### src/assert_macros.svh
// ----------------------------------------------------------------------------
// assert_macros.svh
// Concurrent assertion macros, empty under synthesis.
// ----------------------------------------------------------------------------
`ifndef ASSERT_MACROS_SVH
`define ASSERT_MACROS_SVH

`ifndef SYNTHESIS

`define ASSERT_ALWAYS(label, clk, rst_n, cond) \
  label: assert property (@(posedge clk) disable iff (!rst_n) (cond)) \
    else $error("assertion failed");

`define ASSERT_IMPL(label, clk, rst_n, ante, cons) \
  label: assert property (@(posedge clk) disable iff (!rst_n) (ante) |-> (cons)) \
    else $error("assertion failed");

`define ASSERT_NEXT(label, clk, rst_n, ante, cons) \
  label: assert property (@(posedge clk) disable iff (!rst_n) (ante) |=> (cons)) \
    else $error("assertion failed");

`else

`define ASSERT_ALWAYS(label, clk, rst_n, cond)
`define ASSERT_IMPL(label, clk, rst_n, ante, cons)
`define ASSERT_NEXT(label, clk, rst_n, ante, cons)

`endif

`endif

### src/psev_pkg.sv
// ----------------------------------------------------------------------------
// psev_pkg
// Shared types and codes of the prefix expression evaluator.
// ----------------------------------------------------------------------------
package psev_pkg;

  localparam int VAL_W = 32;

  localparam logic [1:0] OP_SUB = 2'd0;
  localparam logic [1:0] OP_ADD = 2'd1;
  localparam logic [1:0] OP_MUL = 2'd2;

  localparam logic [1:0] ERR_OK  = 2'd0;
  localparam logic [1:0] ERR_OVF = 2'd1;
  localparam logic [1:0] ERR_INC = 2'd2;

  typedef struct packed {
    logic             is_num;
    logic [VAL_W-1:0] val;
  } entry_t;

endpackage

### src/psev_stack_mem.sv
// ----------------------------------------------------------------------------
// psev_stack_mem
// Stack storage: one write port, two registered read ports.
// ----------------------------------------------------------------------------
module psev_stack_mem #(
  parameter int DEPTH = 32,
  parameter int AW    = 5
) (
  input  logic             clk,
  input  logic             wr_en,
  input  logic [AW-1:0]    wr_addr,
  input  psev_pkg::entry_t wr_data,
  input  logic [AW-1:0]    rd_addr_a,
  input  logic [AW-1:0]    rd_addr_b,
  output psev_pkg::entry_t rd_data_a,
  output psev_pkg::entry_t rd_data_b
);

  psev_pkg::entry_t mem [DEPTH];

  always_ff @(posedge clk) begin
    if (wr_en) begin
      mem[wr_addr] <= wr_data;
    end
    rd_data_a <= mem[rd_addr_a];
    rd_data_b <= mem[rd_addr_b];
  end

endmodule

### src/psev_alu.sv
// ----------------------------------------------------------------------------
// psev_alu
// Applies a stacked operator entry to two operand values, wrapping.
// ----------------------------------------------------------------------------
module psev_alu (
  input  psev_pkg::entry_t                op,
  input  logic [psev_pkg::VAL_W-1:0]      lhs,
  input  logic [psev_pkg::VAL_W-1:0]      rhs,
  output logic [psev_pkg::VAL_W-1:0]      res
);

  always_comb begin
    res = '0;
    if (!op.is_num) begin
      case (op.val[1:0])
        psev_pkg::OP_SUB: res = lhs - rhs;
        psev_pkg::OP_ADD: res = lhs + rhs;
        psev_pkg::OP_MUL: res = lhs * rhs;
        default:          res = '0;
      endcase
    end
  end

endmodule

### src/prefix_expression_evaluator_core.sv
// ----------------------------------------------------------------------------
// prefix_expression_evaluator_core
// Prefix notation evaluator on a tagged stack held in a two-read-port memory.
// ----------------------------------------------------------------------------
// channel | dir | fields                                            | handshake
// in_     | in  | is_operand, operator_code, operand_value, last_token | valid/ready
// out_    | out | expression_value, error_code                       | valid/ready
//
// A word is pushed in S_IDLE, and each reduction it triggers then runs in S_RED.
// Reductions chain one per cycle: the operator and the next-below entry are
// read ahead of use from the registered stack memory ports; the top two are kept in regs.
// A last word then passes through S_FIN to post the result into the output register,
// and stalls there while a previous result is still waiting.
// Reset is synchronous; the stack memory needs no clearing.
// ----------------------------------------------------------------------------
module prefix_expression_evaluator_core #(
  parameter int STACK_DEPTH = 32
) (
  input  logic               clk,
  input  logic               rst_n,
  input  logic               in_valid,
  output logic               in_ready,
  input  logic               in_is_operand,
  input  logic [1:0]         in_operator_code,
  input  logic signed [31:0] in_operand_value,
  input  logic               in_last_token,
  output logic               out_valid,
  input  logic               out_ready,
  output logic signed [31:0] out_expression_value,
  output logic [1:0]         out_error_code
);

  `include "assert_macros.svh"

  localparam int AW = (STACK_DEPTH > 1) ? $clog2(STACK_DEPTH) : 1;
  localparam int CW = $clog2(STACK_DEPTH + 1);

  localparam logic [1:0] S_IDLE = 2'd0;
  localparam logic [1:0] S_RED  = 2'd1;
  localparam logic [1:0] S_FIN  = 2'd2;

  logic [1:0]       state_r, state_nxt;
  logic [CW-1:0]    cnt_r, cnt_nxt;
  logic             ovf_r, ovf_nxt;
  logic             last_r, last_nxt;
  psev_pkg::entry_t top_r, top_nxt;
  psev_pkg::entry_t sec_r, sec_nxt;

  logic             out_valid_r, out_valid_nxt;
  logic [31:0]      out_val_r, out_val_nxt;
  logic [1:0]       out_err_r, out_err_nxt;

  logic             wr_en;
  logic [AW-1:0]    wr_addr;
  psev_pkg::entry_t wr_data;
  logic [AW-1:0]    rd_addr_a;
  logic [AW-1:0]    rd_addr_b;
  psev_pkg::entry_t rd_a;
  psev_pkg::entry_t rd_b;

  psev_pkg::entry_t new_ent;
  logic [31:0]      alu_res;
  logic             fin_load;

  psev_stack_mem #(
    .DEPTH (STACK_DEPTH),
    .AW    (AW)
  ) u_mem (
    .clk       (clk),
    .wr_en     (wr_en),
    .wr_addr   (wr_addr),
    .wr_data   (wr_data),
    .rd_addr_a (rd_addr_a),
    .rd_addr_b (rd_addr_b),
    .rd_data_a (rd_a),
    .rd_data_b (rd_b)
  );

  psev_alu u_alu (
    .op  (rd_a),
    .lhs (sec_r.val),
    .rhs (top_r.val),
    .res (alu_res)
  );

  assign in_ready             = (state_r == S_IDLE);
  assign out_valid            = out_valid_r;
  assign out_expression_value = $signed(out_val_r);
  assign out_error_code       = out_err_r;

  always_comb begin
    new_ent.is_num = in_is_operand;
    new_ent.val    = in_is_operand ? $unsigned(in_operand_value) : 32'(in_operator_code);
  end

  always_comb begin
    state_nxt     = state_r;
    cnt_nxt       = cnt_r;
    ovf_nxt       = ovf_r;
    last_nxt      = last_r;
    top_nxt       = top_r;
    sec_nxt       = sec_r;
    out_valid_nxt = out_valid_r & ~out_ready;
    out_val_nxt   = out_val_r;
    out_err_nxt   = out_err_r;
    wr_en         = 1'b0;
    wr_addr       = cnt_r[AW-1:0];
    wr_data       = new_ent;
    rd_addr_a     = '0;
    rd_addr_b     = '0;
    fin_load      = 1'b0;

    case (state_r)
      S_IDLE: begin
        if (in_valid) begin
          last_nxt = in_last_token;
          if (32'(cnt_r) < STACK_DEPTH) begin
            wr_en   = 1'b1;
            top_nxt = new_ent;
            sec_nxt = top_r;
            cnt_nxt = cnt_r + CW'(1);
            if ((32'(cnt_r) >= 32'd2) && new_ent.is_num && top_r.is_num) begin
              rd_addr_a = AW'(32'(cnt_r) - 32'd2);
              if (32'(cnt_r) >= 32'd3) begin
                rd_addr_b = AW'(32'(cnt_r) - 32'd3);
              end
              state_nxt = S_RED;
            end else if (in_last_token) begin
              state_nxt = S_FIN;
            end
          end else begin
            ovf_nxt = 1'b1;
            if (in_last_token) begin
              state_nxt = S_FIN;
            end
          end
        end
      end

      S_RED: begin
        wr_en          = 1'b1;
        wr_addr        = AW'(32'(cnt_r) - 32'd3);
        wr_data.is_num = 1'b1;
        wr_data.val    = alu_res;
        top_nxt        = wr_data;
        sec_nxt        = rd_b;
        cnt_nxt        = cnt_r - CW'(2);
        if ((32'(cnt_r) >= 32'd5) && rd_b.is_num) begin
          rd_addr_a = AW'(32'(cnt_r) - 32'd5);
          if (32'(cnt_r) >= 32'd6) begin
            rd_addr_b = AW'(32'(cnt_r) - 32'd6);
          end
        end else begin
          state_nxt = last_r ? S_FIN : S_IDLE;
        end
      end

      S_FIN: begin
        if (!out_valid_r || out_ready) begin
          fin_load      = 1'b1;
          out_valid_nxt = 1'b1;
          out_val_nxt   = '0;
          if (ovf_r) begin
            out_err_nxt = psev_pkg::ERR_OVF;
          end else if ((32'(cnt_r) != 32'd1) || !top_r.is_num) begin
            out_err_nxt = psev_pkg::ERR_INC;
          end else begin
            out_err_nxt = psev_pkg::ERR_OK;
            out_val_nxt = top_r.val;
          end
          cnt_nxt   = '0;
          ovf_nxt   = 1'b0;
          state_nxt = S_IDLE;
        end
      end

      default: begin
        state_nxt = S_IDLE;
      end
    endcase
  end

  always_ff @(posedge clk) begin
    if (!rst_n) begin
      state_r     <= S_IDLE;
      cnt_r       <= '0;
      ovf_r       <= 1'b0;
      last_r      <= 1'b0;
      out_valid_r <= 1'b0;
    end else begin
      state_r     <= state_nxt;
      cnt_r       <= cnt_nxt;
      ovf_r       <= ovf_nxt;
      last_r      <= last_nxt;
      out_valid_r <= out_valid_nxt;
    end
  end

  always_ff @(posedge clk) begin
    top_r     <= top_nxt;
    sec_r     <= sec_nxt;
    out_val_r <= out_val_nxt;
    out_err_r <= out_err_nxt;
  end

  `ASSERT_ALWAYS(a_cnt_bound, clk, rst_n, 32'(cnt_r) <= STACK_DEPTH)
  `ASSERT_IMPL(a_red_depth, clk, rst_n, state_r == S_RED, 32'(cnt_r) >= 32'd3)
  `ASSERT_IMPL(a_err_zero, clk, rst_n, out_valid_r && (out_err_r != psev_pkg::ERR_OK), out_val_r == 32'd0)
  `ASSERT_NEXT(a_fin_clear, clk, rst_n, fin_load, (cnt_r == '0) && !ovf_r && out_valid_r)

endmodule

### config.mk
export PLATFORM = sky130hd
export DESIGN_NAME = prefix_expression_evaluator_core
export DESIGN_NICKNAME = d
export VERILOG_FILES = /design/src/psev_pkg.sv /design/src/psev_stack_mem.sv /design/src/psev_alu.sv /design/src/prefix_expression_evaluator_core.sv
export VERILOG_INCLUDE_DIRS = /design/src /design/src/src
export SDC_FILE = /design/constraint.sdc
export NUM_CORES = 2
export LEC_CHECK = 0
export ABC_AREA = 0
export ABC_CLOCK_PERIOD_IN_PS = 10930
export BUFFER_PORTS_ARGS = -buffer_cell sky130_fd_sc_hd__buf_2
export CAP_MARGIN = 25
export CORE_MARGIN = 3
export CORE_UTILIZATION = 45
export CTS_CLUSTER_SIZE = 14
export DETAILED_ROUTE_END_ITERATION = 16
export PLACE_DENSITY = 0.65
export SYNTH_ARGS = -nofsm -noshare
export SYNTH_HDL_FRONTEND = slang
export SYNTH_SLANG_ARGS = --single-unit
### constraint.sdc
create_clock -name clk -period 10.93 [get_ports clk]
set_clock_uncertainty 0.1 [all_clocks]
set_input_delay 0.5465 -clock clk [delete_from_list [all_inputs] [get_ports clk]]
set_output_delay 0.5465 -clock clk [all_outputs]
set_load 0.01 [all_outputs]
Word-level counts from Yosys, hierarchy flattened
Memory sizes are Yosys's and may differ from the RTL's. A register that Yosys moved wholly into a read port is not among the register bits. Index checks and enable logic that the tools add are counted.

Register bits after elaboration: 110. Bits in writable memories: 1056. Input bits: 40. Output and inout bits: 36. Word-level logic and storage cells: 103. Memories: 1.

Add/sub/neg operators: 8. $mul: 1. $lt $le $gt $ge: 5. Eq/ne operators: 10. Muxes and demuxes: 47. Bitwise gates (word level): 2. Reductions and logical operators: 19.

Memory list: u_mem.mem (depth 32, bits a word 33, rd ports 2, clocked after memory_dff 2, write ports 1, RTL line psev_stack_mem.sv:19) `psev_pkg::entry_t mem [DEPTH];`.

Operator list (count): $mux 32 (4); $mux 33 (3); $pmux 32 s3 (1); $pmux 33 s2 (1); $pmux 32 s2 (1); $mux 5 (11); $add 32x32->32 (1); $mul 32x32->32 (1); $sub 32x32->32 (1); $pmux 5 s2 (2); $mux 6 (3); $pmux 6 s3 (1); $mux 2 (8); $ge 6x2->1 const B (2); $ge 6x3->1 const B (2); $sub 5x2->5 const B (2); $sub 5x3->5 const B (2); $mux 1 (9); $ne 2x2->1 const B (4); $reduce_and 4->1 (2); $add 6x1->6 const B (1); $lt 6x6->1 const B (1); $ne 6x1->1 const B (1); $pmux 2 s3 (1); other kinds (16) (27).

Depth between registers and ports, before layout
Word-level depth: 7. Mapped depth: 28. Mapped depth without buffers: 25.

By module
From an unflattened synthesis, not the netlist that was laid out.

Cells, all modules: 6009. Area total of the unflattened synthesis: 74821.8 µm².

Modules (own cells, without submodules): psev_stack_mem (times used 1, cells each 3496, area each 51379.3 µm², sequential area each 33031.7 µm²); psev_alu (times used 1, cells each 2123, area each 18246.2 µm², sequential area each 0.0 µm²); prefix_expression_evaluator_core (times used 1, cells each 390, area each 5196.2 µm², sequential area each 3193.1 µm²).

Worst setup path before layout
Ideal clock, no wire load.

Path kind: flip-flop to flip-flop. Start point: register top_r[5] in the netlist's numbering. End point: register top_r[22] in the netlist's numbering, data pin. Setup time: 0.475 ns. Arrival: 7.590 ns. Required time: 10.355 ns. Path slack: 2.765 ns. Cell stages (with the launch flop): 22. Path buffers: 2. Period minus slack after synthesis: 8.165 ns. Cells stage by stage: edfxtp_1 clkbuf_1 clkbuf_1 and2_1 fa_1 fa_1 inv_1 fa_1 fa_1 inv_1 ha_1 ha_1 fa_1 fa_1 ha_1 a21o_1 a221o_1 a21oi_1 o31ai_1 o31a_1 a41o_1 o31ai_1.

RTL lines: from (decl) (RTL line prefix_expression_evaluator_core.sv:46) `psev_pkg::entry_t top_r, top_nxt;`; from (signal assigned) (RTL line prefix_expression_evaluator_core.sv:200) `top_r <= top_nxt;`.

Worst setup path in the final report
Start point: register top_r[6] in the netlist's numbering. End point: memory u_mem.mem[19][28] in the netlist's numbering, data pin.

Word-level cells in the longest chain between the ends: 4. Elaborated cells between the ends (all ways): 6. Those cells by class: add/sub: 2; mul: 1; mux: 3.

RTL lines: $mul 32x32->32 (tied with other cells) (RTL line psev_alu.sv:18) `psev_pkg::OP_MUL: res = lhs * rhs;`; $pmux 32 s3 * (RTL line psev_alu.sv:15) `case (op.val[1:0])`; $mux 32 * (RTL line psev_alu.sv:14) `if (!op.is_num) begin`; $mux 33 * (RTL line prefix_expression_evaluator_core.sv:113) `case (state_r)`; to (decl) (RTL line psev_stack_mem.sv:19).

Every way passes the cells marked *; elsewhere a longest branch is shown, timed or not.

==> summary.txt <==
Drt
  – Antenna-violating nets left: 0
  – DRT Wirelength: 188 mm
  – Routed WL per cell: 26.6 um
  – DR vias/cell: 5.95
  – M1 WL: about 75 mm
  – DR top layer: met4
  – Met2 WL: 90.9 mm
  – First drt pass iteration count: 8
  – Routed met3 length: approximately 14 mm
  – Residual DRC: 0
  – Routed vias: ~42k
  – DRT iter0 DRCs: 4394

STA
  – Tcrit/Tclk final: 84.4%
  – RSZ-0062 raised after global routing: no
  – Worst Tran Pin Value: 1110 ps
  – Final Hold Violating Endpoints: 0
  – Max-slew violation count: 0
  – Setup slack after layout: 1700 ps
  – Worst hold margin: approximately 76 ps
  – Max-Slew Margin vs Limit: between 20% and 30%
  – Min cycle time layout: around 9200 ps
  – Final TNS setup: 0 ps
  – Fmax: about 110 MHz
  – Setup Viol. Count Final: 0

Place
  – Detailed Place HPWL: around 110 mm
  – Place WS: 1830 ps
  – Count of buffers from port buffering: 75
  – Placed instance area: 68900 um2
  – RD Place Congestion: 0.916

Clocking
  – Worst-path clk slew: 70 ps
  – CTS sink cnt: 1202
  – PostCTS Resize Cnt: 0
  – Worst-Skew Late Latency: 720 ps
  – Clock Path Buffers: 3
  – CTS tree: yes
  – Clock root buffer: clkbuf_16
  – Total CTS buffers: 108
  – Setup bufs post-CTS: 0
  – # H-tree levels: 3

Floorplanning
  – Initial Utilization: between 40% and 50%
  – DIE AREA: 151000 um2
  – Rows: 139
  – DIE WIDTH: between 300 and 400 um
  – I/O pins: 76
  – Die Ht: between 300 and 400 um
  – Core area: 145000 um2

Worst setup path
  – Crit path capture type: flip-flop
  – CP Max Fanout: 33
  – CP Class: flip-flop to flip-flop
  – Max incr delay on CP: roughly 1100 ps
  – CP cell instances: and2_1, fa_1, fa_1, inv_1, fa_1, fa_1, inv_1, ha_1, ha_1, fa_1, fa_1, ha_1, and3_1, o2111a_1, a21oi_1, o31ai_1, a221o_1, a21o_1, a211oi_1, a2111oi_0, a211o_1
  – WP data required: about 11000 ps
  – CP arrival: 9490 ps
  – Startpoint Class: flip-flop
  – Max stage delay cell, worst path: edfxtp_1
  – Most frequent CP cell: fa_1

Cells and area
  – Register area: ~36000 um2
  – Area Growth Syn to Fin: 10.5%
  – Multi-input logic area: roughly 28000 um2
  – Filler cells: 12.1k
  – Fin area: 72800 um2
  – Nets@finish: 5685
  – Layout cells sized above 1: between 10% and 20%

Synthesis
  – Async S/R FF share, synth: 0%
  – Synth area leader: edfxtp_1
  – Synth top area share: 52.7%
  – Post-Syn Area: roughly 66000 um2
  – Number of synthesized flops with an enable pin: ~1.2k
  – Mapped Avg Cell Area: 13.0 um2
  – Syn_nets: ~5.7k
  – Seq/Total Area, Yosys: 54.1%
  – Yosys reg bits: 1202
  – Synthesis warning total: 0
  – Synth area leaders: edfxtp_1 (53%), fa_1 (12%), nand2_1 (4.4%)
  – Cell variety after synth: 82
  – Synth Flop Type: edfxtp_1
  – Post-Synthesis Cells: 5050

GRT
  – Number of global-route vias before repair: 42.4k
  – Largest net degree at the start of global routing: between 150 and 200
  – First-pass GRT wire length: 279 mm
  – GRT Total Usage: 24.8%
  – GR Overflow Total: 0
  – Antenna violations before repair: 8

Min path
  – Hold WC Path Type: input pin to flip-flop

Outcome
  – Outcome: complete, no violations

Job
  – Max Cap Viol: 0
critical path: cells and delay by family, from the launching register on:
family | cells | cell delay (ps)
AOI/OAI and AO/OA | 8 | 3330
adders and majority gates | 9 | 3780
buffers and inverters | 2 | 100
DFF | 1 | 1070
and+or+nand+nor | 2 | 500
metal layers:
| metal | track usage [%] | up-vias |
|---|---|---|
| met5 | 0 | - |
| met4 | 9.82 | 0 |
| met3 | 3.52 | 371 |
| met2 | 41.0 | 1927 |
| met1 | 33.3 | 21700 |
| li1 | - | 18000 |
placed cells by master (no fill, tap or decap), types with 16 or more instances in the layout:
cell       netlist  final
dfxtp_1         47     47
nor2_4           0     33
and3_1          95     95
nor3_1          22     22
mux2_2          31     31
clkbuf_1       209     32
nor2_1          84     50
nand3_1         50     50
buf_2           61     75
a211oi_1        46     46
a311oi_1       101    101
mux4_2          89     89
nor2b_1         25     23
o21ai_0        113    100
ha_1           166    165
fa_1           409    409
inv_1          413    413
a31oi_1         48     43
clkbuf_8         0     16
buf_4           12    125
a221oi_1        69     69
xor2_1          42     42
nand2_1        770    770
and2_1         341    341
o2111ai_1       26     26
mux2i_1        140    140
a22oi_1         43     43
clkbuf_16        0    109
a21oi_1         76     75
edfxtp_1      1155   1155
a21o_1          31     31
xnor2_1         98     98
Yosys cell counts, drive strengths merged, types with 18 or more instances:
cell type / n
a211oi: 47
a21o: 31
a21oi: 77
a221oi: 69
a22oi: 43
a311oi: 102
a31oi: 48
and2: 341
and3: 95
buf: 101
clkbuf: 209
dfxtp: 47
edfxtp: 1155
fa: 409
ha: 166
inv: 413
mux2: 31
mux2i: 140
mux4: 94
nand2: 770
nand3: 50
nor2: 84
nor2b: 25
nor3: 23
o2111ai: 26
o21ai: 117
o22ai: 18
xnor2: 98
xor2: 42
cell type report:
type                    count  share of cell area [%]
diodes                      6                  0.0206
clock buffers             156                    4.18
clock inverters            46                   0.827
inverters                 415                    2.14
multi-input cells        3123                    38.2
flip-flops and latches   1202                    49.0
well taps                1903                    3.27
repair buffers            220                    2.42
sequential cells by signal, indices dropped and copies added, names as in the netlist:
name,count
sec_r,32
u_mem.rd_data_b,33
out_expression_value,32
u_mem.rd_data_a,3
cnt_r,6
last_r,1
top_r,33
out_error_code,2
state_r,2
out_valid,1
ovf_r,1
u_mem.mem,1056
stage by stage:
step                      instances  utilization [%]
final                          7071             50.4
after global routing           7066             50.3
after CTS                      7056             50.2
after detailed placement       6852             47.6
after global placement         6846             47.6
after floorplan                5050                -
timing repair:
action,CTS,global route
setup endpoints to repair,0,0
endpoints found under the hold margin,2,0
hold buffers,2,0
cell families after synthesis:
| logic type | count (synthesis) | synth area share (%) |
|---|---|---|
| buffers and inverters | 725 | 4.45 |
| AOI/OAI and AO/OA | 690 | 7.58 |
| muxes | 265 | 5.90 |
| adders and majority gates | 575 | 15.6 |
| DFF | 1202 | 54.1 |
| and+or+nand+nor | 1453 | 10.5 |
| xor gates and xnor gates | 140 | 1.86 |
final timing paths:
kind                            slack [ps]  depth (start not counted)                end      from
worst max-delay path                  1700                         21  u_mem.mem[19][28]  top_r[6]
worst max register to register        1700                         21  u_mem.mem[19][28]  top_r[6]
worst min register to register         360                          2             last_r    last_r
worst min-delay path                    80                          3             last_r  in_valid
Power is not shown: default switching activity piles up to over one toggle a cycle in this logic, so the estimate is an artifact.
